**config.mk**
```make
export PLATFORM = sky130hd
export DESIGN_NAME = weyl_middle_square_random_range
export DESIGN_NICKNAME = d
export VERILOG_FILES = /design/src/wmsr_pkg.sv /design/src/weyl_middle_square_random_range.sv /design/src/wmsr_mul.sv /design/src/wmsr_div.sv
export SDC_FILE = /design/constraint.sdc
export NUM_CORES = 2
export LEC_CHECK = 0
export BUFFER_PORTS_ARGS = -buffer_cell sky130_fd_sc_hd__buf_4
export CAP_MARGIN = 20
export CORE_ASPECT_RATIO = 0.5
export CORE_MARGIN = 2
export CORE_UTILIZATION = 25
export CTS_CLUSTER_DIAMETER = 150
export DETAILED_ROUTE_END_ITERATION = 8
export GPL_ROUTABILITY_DRIVEN = 0
export SLEW_MARGIN = 0
export SYNTH_ARGS = -nofsm -noshare
export SYNTH_HDL_FRONTEND = slang
export SYNTH_HIERARCHICAL = 1
export SYNTH_SLANG_ARGS = --single-unit
```
**constraint.sdc**
```tcl
create_clock -name clk -period 9.8 [get_ports clk]
set_input_delay 1.96 -clock clk [delete_from_list [all_inputs] [get_ports clk]]
set_output_delay 1.96 -clock clk [all_outputs]
set_load 0.1 [all_outputs]
```
**src/wmsr_pkg.sv**
```systemverilog
// Package for the middle-square Weyl-sequence range generator.
// Holds widths, the Weyl step, the action codes, the sequencer states and the divider status type.
// No dependencies.
`timescale 1ns / 1ps

package wmsr_pkg;

  localparam int STATE_W   = 64;
  localparam int HALF_W    = 32;
  localparam int LIMIT_W   = 31;
  localparam int DIV_CNT_W = $clog2(STATE_W);

  localparam logic [STATE_W-1:0] WEYL_STEP = 64'hb5ad_4ece_da1c_e2a9;

  localparam logic ACT_SEED = 1'b0;
  localparam logic ACT_DRAW = 1'b1;

  typedef enum logic [2:0] {
    ST_IDLE,
    ST_MUL_LO,
    ST_MUL_CROSS,
    ST_SUM,
    ST_MIX,
    ST_DIV,
    ST_OUT
  } seq_state_t;

  typedef struct packed {
    logic busy;
    logic done;
  } div_stat_t;

endpackage

```
**src/weyl_middle_square_random_range.sv**
```systemverilog
// Middle-square Weyl-sequence generator returning the new state modulo a limit.
// A seed item gives no result; a draw item shows its result after 2 multiplier
// passes, 2 add steps, one step of the bit-serial remainder unit per dividend
// bit and an output load. The block takes one item at a time: a new item is
// taken only when the sequencer is idle again after a draw, and a result still
// stalled at the output keeps the sequencer from going idle.
// Reset (rst_n, synchronous): mixing state, Weyl counter and control cleared.
`timescale 1ns / 1ps

module weyl_middle_square_random_range (
  input  logic                         clk,
  input  logic                         rst_n,
  // input channel
  input  logic                         in_valid,
  output logic                         in_stall,
  input  logic                         in_action,
  input  logic [wmsr_pkg::HALF_W-1:0]  in_seed_value,
  input  logic [wmsr_pkg::LIMIT_W-1:0] in_range_limit,
  // result channel
  output logic                         out_valid,
  input  logic                         out_stall,
  output logic [wmsr_pkg::LIMIT_W-1:0] out_drawn_value,
  output logic                         out_range_error
);

  localparam int HW = wmsr_pkg::HALF_W;
  localparam int SW = wmsr_pkg::STATE_W;
  localparam int LW = wmsr_pkg::LIMIT_W;

  wmsr_pkg::seq_state_t state_r, state_nxt;

  // architectural state
  logic [SW-1:0] x_r;        // mixing state
  logic [SW-1:0] w_r;        // Weyl counter
  logic [SW-1:0] acc_r;      // square accumulator
  logic [LW-1:0] limit_r;    // range limit of the draw in flight

  // result register
  logic          out_valid_r;
  logic [LW-1:0] out_val_r;
  logic          out_err_r;

  // sequencer outputs
  logic          accept;
  logic          mul_cross;
  logic          div_start;
  logic          out_load;

  logic [HW-1:0]   mul_b;
  logic [2*HW-1:0] mul_p;
  logic [SW-1:0]   sq_sum;
  logic [SW-1:0]   mixed;
  logic [SW-1:0]   x_swapped;

  wmsr_pkg::div_stat_t div_stat;
  logic [LW-1:0]       div_rem;

  // Take a new item only when the sequencer is idle.
  assign in_stall = (state_r != wmsr_pkg::ST_IDLE);
  assign accept   = in_valid && !in_stall;

  // ---------------- sequencer: next state ----------------
  always_comb begin
    state_nxt = state_r;
    unique case (state_r)
      wmsr_pkg::ST_IDLE: begin
        if (accept && in_action == wmsr_pkg::ACT_DRAW) begin
          state_nxt = wmsr_pkg::ST_MUL_LO;
        end
      end
      wmsr_pkg::ST_MUL_LO:    state_nxt = wmsr_pkg::ST_MUL_CROSS;
      wmsr_pkg::ST_MUL_CROSS: state_nxt = wmsr_pkg::ST_SUM;
      wmsr_pkg::ST_SUM:       state_nxt = wmsr_pkg::ST_MIX;
      wmsr_pkg::ST_MIX:       state_nxt = wmsr_pkg::ST_DIV;
      wmsr_pkg::ST_DIV: begin
        if (div_stat.done) begin
          state_nxt = wmsr_pkg::ST_OUT;
        end
      end
      wmsr_pkg::ST_OUT: begin
        // Hold until the result register is free.
        if (!out_valid_r || !out_stall) begin
          state_nxt = wmsr_pkg::ST_IDLE;
        end
      end
      default: state_nxt = wmsr_pkg::ST_IDLE;
    endcase
  end

  // ---------------- sequencer: outputs ----------------
  always_comb begin
    mul_cross = 1'b0;
    div_start = 1'b0;
    out_load  = 1'b0;
    unique case (state_r)
      wmsr_pkg::ST_MUL_CROSS: mul_cross = 1'b1;
      wmsr_pkg::ST_MIX:       div_start = 1'b1;
      wmsr_pkg::ST_OUT:       out_load  = !out_valid_r || !out_stall;
      default: ;
    endcase
  end

  always_ff @(posedge clk) begin
    if (!rst_n) begin
      state_r <= wmsr_pkg::ST_IDLE;
    end else begin
      state_r <= state_nxt;
    end
  end

  // ---------------- squaring on the shared multiplier ----------------
  // x^2 mod 2^64 = lo*lo + (lo*hi << 33): the low product first, then the cross.
  assign mul_b = mul_cross ? x_r[SW-1:HW] : x_r[HW-1:0];

  wmsr_mul u_mul (
    .clk (clk),
    .a   (x_r[HW-1:0]),
    .b   (mul_b),
    .p   (mul_p)
  );

  assign sq_sum    = acc_r + {mul_p[SW-HW-2:0], {(HW+1){1'b0}}};
  assign mixed     = acc_r + w_r;
  assign x_swapped = {mixed[HW-1:0], mixed[SW-1:HW]};

  always_ff @(posedge clk) begin
    if (state_r == wmsr_pkg::ST_MUL_CROSS) begin
      acc_r <= mul_p;               // capture lo*lo
    end else if (state_r == wmsr_pkg::ST_SUM) begin
      acc_r <= sq_sum;              // add the doubled cross term
    end
  end

  // Mixing state and Weyl counter.
  always_ff @(posedge clk) begin
    if (!rst_n) begin
      x_r <= '0;
      w_r <= '0;
    end else if (accept && in_action == wmsr_pkg::ACT_SEED) begin
      x_r <= {in_seed_value, in_seed_value};
      w_r <= '0;
    end else if (state_r == wmsr_pkg::ST_SUM) begin
      w_r <= w_r + wmsr_pkg::WEYL_STEP;
    end else if (state_r == wmsr_pkg::ST_MIX) begin
      x_r <= x_swapped;
    end
  end

  always_ff @(posedge clk) begin
    if (accept) begin
      limit_r <= in_range_limit;
    end
  end

  // ---------------- remainder unit ----------------
  wmsr_div u_div (
    .clk      (clk),
    .rst_n    (rst_n),
    .start    (div_start),
    .dividend (x_swapped),
    .divisor  (limit_r),
    .stat     (div_stat),
    .rem      (div_rem)
  );

  // ---------------- result register ----------------
  always_ff @(posedge clk) begin
    if (!rst_n) begin
      out_valid_r <= 1'b0;
    end else if (out_load) begin
      out_valid_r <= 1'b1;
    end else if (out_valid_r && !out_stall) begin
      out_valid_r <= 1'b0;
    end
  end

  // A zero limit flags an error and forces the value to zero.
  always_ff @(posedge clk) begin
    if (out_load) begin
      out_err_r <= (limit_r == '0);
      out_val_r <= (limit_r == '0) ? '0 : div_rem;
    end
  end

  assign out_valid       = out_valid_r;
  assign out_drawn_value = out_val_r;
  assign out_range_error = out_err_r;

`ifndef ASSERT_OFF
  a_div_done_to_out: assert property (@(posedge clk) disable iff (!rst_n)
    (state_r == wmsr_pkg::ST_DIV && div_stat.done) |=> state_r == wmsr_pkg::ST_OUT)
    else $error("remainder done did not move sequencer to output");

  a_div_busy_in_div: assert property (@(posedge clk) disable iff (!rst_n)
    div_stat.busy |-> state_r == wmsr_pkg::ST_DIV)
    else $error("remainder unit busy outside the divide state");

  a_err_zero_value: assert property (@(posedge clk) disable iff (!rst_n)
    (out_valid && out_range_error) |-> out_drawn_value == '0)
    else $error("error result carries a nonzero value");

  a_value_below_limit: assert property (@(posedge clk) disable iff (!rst_n)
    ($rose(out_valid_r) && !out_err_r) |-> out_val_r < limit_r)
    else $error("drawn value not below range limit");
`endif

endmodule

```
**src/wmsr_mul.sv**
```systemverilog
// Shared 32x32 multiplier with a registered product.
// Depends on wmsr_pkg for the half-word width.
`timescale 1ns / 1ps

module wmsr_mul (
  input  logic                          clk,
  input  logic [wmsr_pkg::HALF_W-1:0]   a,
  input  logic [wmsr_pkg::HALF_W-1:0]   b,
  output logic [2*wmsr_pkg::HALF_W-1:0] p
);

  logic [2*wmsr_pkg::HALF_W-1:0] p_r;

  always_ff @(posedge clk) begin
    p_r <= a * b;
  end

  assign p = p_r;

endmodule

```
**src/wmsr_div.sv**
```systemverilog
// Bit-serial restoring remainder unit: 64-bit dividend, 31-bit divisor.
// Depends on wmsr_pkg for widths and the status struct.
`timescale 1ns / 1ps

module wmsr_div (
  input  logic                           clk,
  input  logic                           rst_n,
  input  logic                           start,
  input  logic [wmsr_pkg::STATE_W-1:0]   dividend,
  input  logic [wmsr_pkg::LIMIT_W-1:0]   divisor,
  output wmsr_pkg::div_stat_t            stat,
  output logic [wmsr_pkg::LIMIT_W-1:0]   rem
);

  logic [wmsr_pkg::STATE_W-1:0]   dvd_r;
  logic [wmsr_pkg::LIMIT_W-1:0]   rem_r;
  logic [wmsr_pkg::LIMIT_W-1:0]   rem_nxt;
  logic [wmsr_pkg::DIV_CNT_W-1:0] cnt_r;
  logic                           busy_r;
  logic [wmsr_pkg::LIMIT_W:0]     rem_sh;
  logic [wmsr_pkg::LIMIT_W:0]     dsr_ext;

  // One quotient bit per cycle: shift in, subtract if it fits.
  always_comb begin
    rem_sh  = {rem_r, dvd_r[wmsr_pkg::STATE_W-1]};
    dsr_ext = {1'b0, divisor};
    if (rem_sh >= dsr_ext) begin
      rem_nxt = wmsr_pkg::LIMIT_W'(rem_sh - dsr_ext);
    end else begin
      rem_nxt = rem_sh[wmsr_pkg::LIMIT_W-1:0];
    end
  end

  always_ff @(posedge clk) begin
    if (!rst_n) begin
      busy_r <= 1'b0;
    end else if (start) begin
      busy_r <= 1'b1;
    end else if (busy_r && cnt_r == '0) begin
      busy_r <= 1'b0;
    end
  end

  always_ff @(posedge clk) begin
    if (start) begin
      dvd_r <= dividend;
      rem_r <= '0;
      cnt_r <= '1;
    end else if (busy_r) begin
      dvd_r <= dvd_r << 1;
      rem_r <= rem_nxt;
      cnt_r <= cnt_r - 1'b1;
    end
  end

  assign stat.busy = busy_r;
  assign stat.done = busy_r && (cnt_r == '0);
  assign rem       = rem_r;

endmodule
```
==> flow_summary.toml <==
[clock_network]
tritoncts = "built"
cts_buffer_depth = 3
cts.clk_slew.worst_paths_ps = 60
clock_sinks = 425
cts_hold_buf = 0
cts_made_buffers = 49
htree_levels = 2
ctsResizeCount = 0
clockRootBuffer = "clkbuf_16"
post_cts_buffers = 0
insertion_delay_ps = 600

[synthesis]
syn-cell-area_sq_um = 57520
syn_inst = 6309
syn_area_per_cell_sq_um = 9.117
yosys_warnings = 6
synth_nets = 7665

[setup_path]
cp_common_cell = "fa_1"
cp_max_fo = 70
critPathBufInv = 7
cp.required_ps = 10340
end_kind = "flip-flop"
cp_num_cells = 27
critPathSlowestCell = "nand2_1"
start_kind = "flip-flop"
r2r_cells = 27
cpPeakStageDelay_ps = 750
arrival_ps = 9740
crit_family = "adder cells"
crit_type = "flip-flop to flip-flop"

[timing]
min_period_over_period_pct = 93.89
final.setup.tns_ps = 0
fmax_ghz = 0.1087
timing.final.ws_setup_ps = 599.2
slew_violations = 0
min_period_ps = 9201
final-hold-violation-count = 0
maxSlewHeadroom_pct = 12.80
finalSetupViolCount = 0
worst_pin_slew_ps = 1294
rsz0062_at_grt = "false"
worst_clock_skew_ps = 34.95

[grt]
grt_max_degree = 71
gr-usage-all-layers_pct = 15.46
grt-ovfl-total = 0
grt_pass1_vias = 45338
grt_pass1_wl_microns = 279400
antenna_found_initial = 5

[floorplanning]
dieArea_sq_um = 234200
rows = 124
io_pins = 102
initial_core_util_pct = 25.15
fp.dieH_microns = 343.2
fp.coreArea_sq_um = 228700
fp.dieW_microns = 682.4

[placed_design]
dp_hpwl_microns = 141100
place_ws_ps = 730.6
port_buffers = 101

[drt]
route.detailed.vias_per_inst = 4.742
ant_nets = 0
drc_errors = 0
routed_wl_microns = 182900
route.vias.total = 44390
wl_per_cell_microns = 19.54
first_pass_iters = 6
dr.first_iter.drc_count = 3645

[cells_and_area]
synthToLayoutAreaGrowth_pct = 10.18
nets = 7587
drive_above_1_share_pct = 6.967
nFillCells = 24355

[flow_run]
maxCapViolations = 0

[power_and_ir_drop]
irDropWorstVdd_mv = 0.1441
power_per_cell_area_nw_per_um2 = 130.6
p_leak_uw = 0.02865

[min_path]
hold_depth = 2
hp-class = "flip-flop to flip-flop"

[run_status]
status = "finished, final reports clean"
==> state kept, by name, indices dropped and copies added (netlist names) <==
signal and flops:
acc_r 64, u_div/dvd_r 64, u_mul/p 64, w_r 64
x_r 64, limit_r 31, out_drawn_value 31, u_div/rem 31
u_div/cnt_r 6, state_r 3, out_range_error 1, out_valid 1
u_div/busy_r 1
==> power by group <==
part           total [uW]  internal (uW)  switching (uW)
logic                4060           1500            2560
registers            2390           2140             247
clock network        1830           1030             797
==> per-layer routing <==
layer	global-route usage [%]	up-vias	share of wire (%)
li1	-	19916	-
met1	20.99	22569	44
met2	25.02	1637	45
met3	2.261	268	7.0
met4	5.629	0	3.9
met5	0	-	0
==> metrics by stage <==
step                      hold slack (ps)  instances  total power (uW)  util (%)  area [sq um]
after floorplan                     448.1       6309              5096         -         57530
after global placement              463.8       9260              6355     26.96         61660
after global routing                498.7       9359              8794     27.71         63370
after CTS                           482.6       9357              8244     27.69         63330
final                               483.7       9361              8275     27.71         63380
after detailed placement            471.2       9265              6400     27.00         61750
==> area by class of cell <==
class                   count  area (sq um)  share of cell area [%]
clock inverters            25         177.7                  0.2803
well taps                3087          3862                   6.095
multi-input cells        4606         42290                   66.72
inverters                 936          3518                   5.552
clock buffers              67          1399                   2.207
flip-flops and latches    425         10420                   16.44
diodes                      2         5.005                0.007897
repair buffers            213          1707                   2.693
==> final timing paths <==
path	endpoint	start	slack [ps]
min reg2reg	x_r[53]	x_r[53]	480
min	x_r[53]	x_r[53]	480
max	u_mul/p[61]	state_r[0]	600
max reg2reg	u_mul/p[61]	state_r[0]	600
==> worst min-delay path: stages (launching register included) <==
cell     delay [ps]
dfxtp_1         310
nand2_1          50
a31oi_1          70
==> layout by cell type (no fill, tap or decap), drive strengths merged, types with 24 or more instances in the layout <==
| cell type | count |
|---|---|
| inv | 939 |
| o21a | 41 |
| dfxtp | 234 |
| nand2b | 34 |
| nor3 | 53 |
| a211oi | 44 |
| nand4 | 46 |
| fa | 899 |
| edfxtp | 191 |
| o21ai | 183 |
| clkbuf | 67 |
| mux2 | 63 |
| nor2 | 265 |
| nand3 | 57 |
| a31oi | 54 |
| buf | 213 |
| xor2 | 108 |
| o21bai | 43 |
| and2 | 647 |
| a21oi | 271 |
| xnor2 | 124 |
| or3 | 24 |
| ha | 389 |
| a21o | 104 |
| nand2 | 822 |
| nor2b | 58 |
Power figures use the tool's default switching activity.
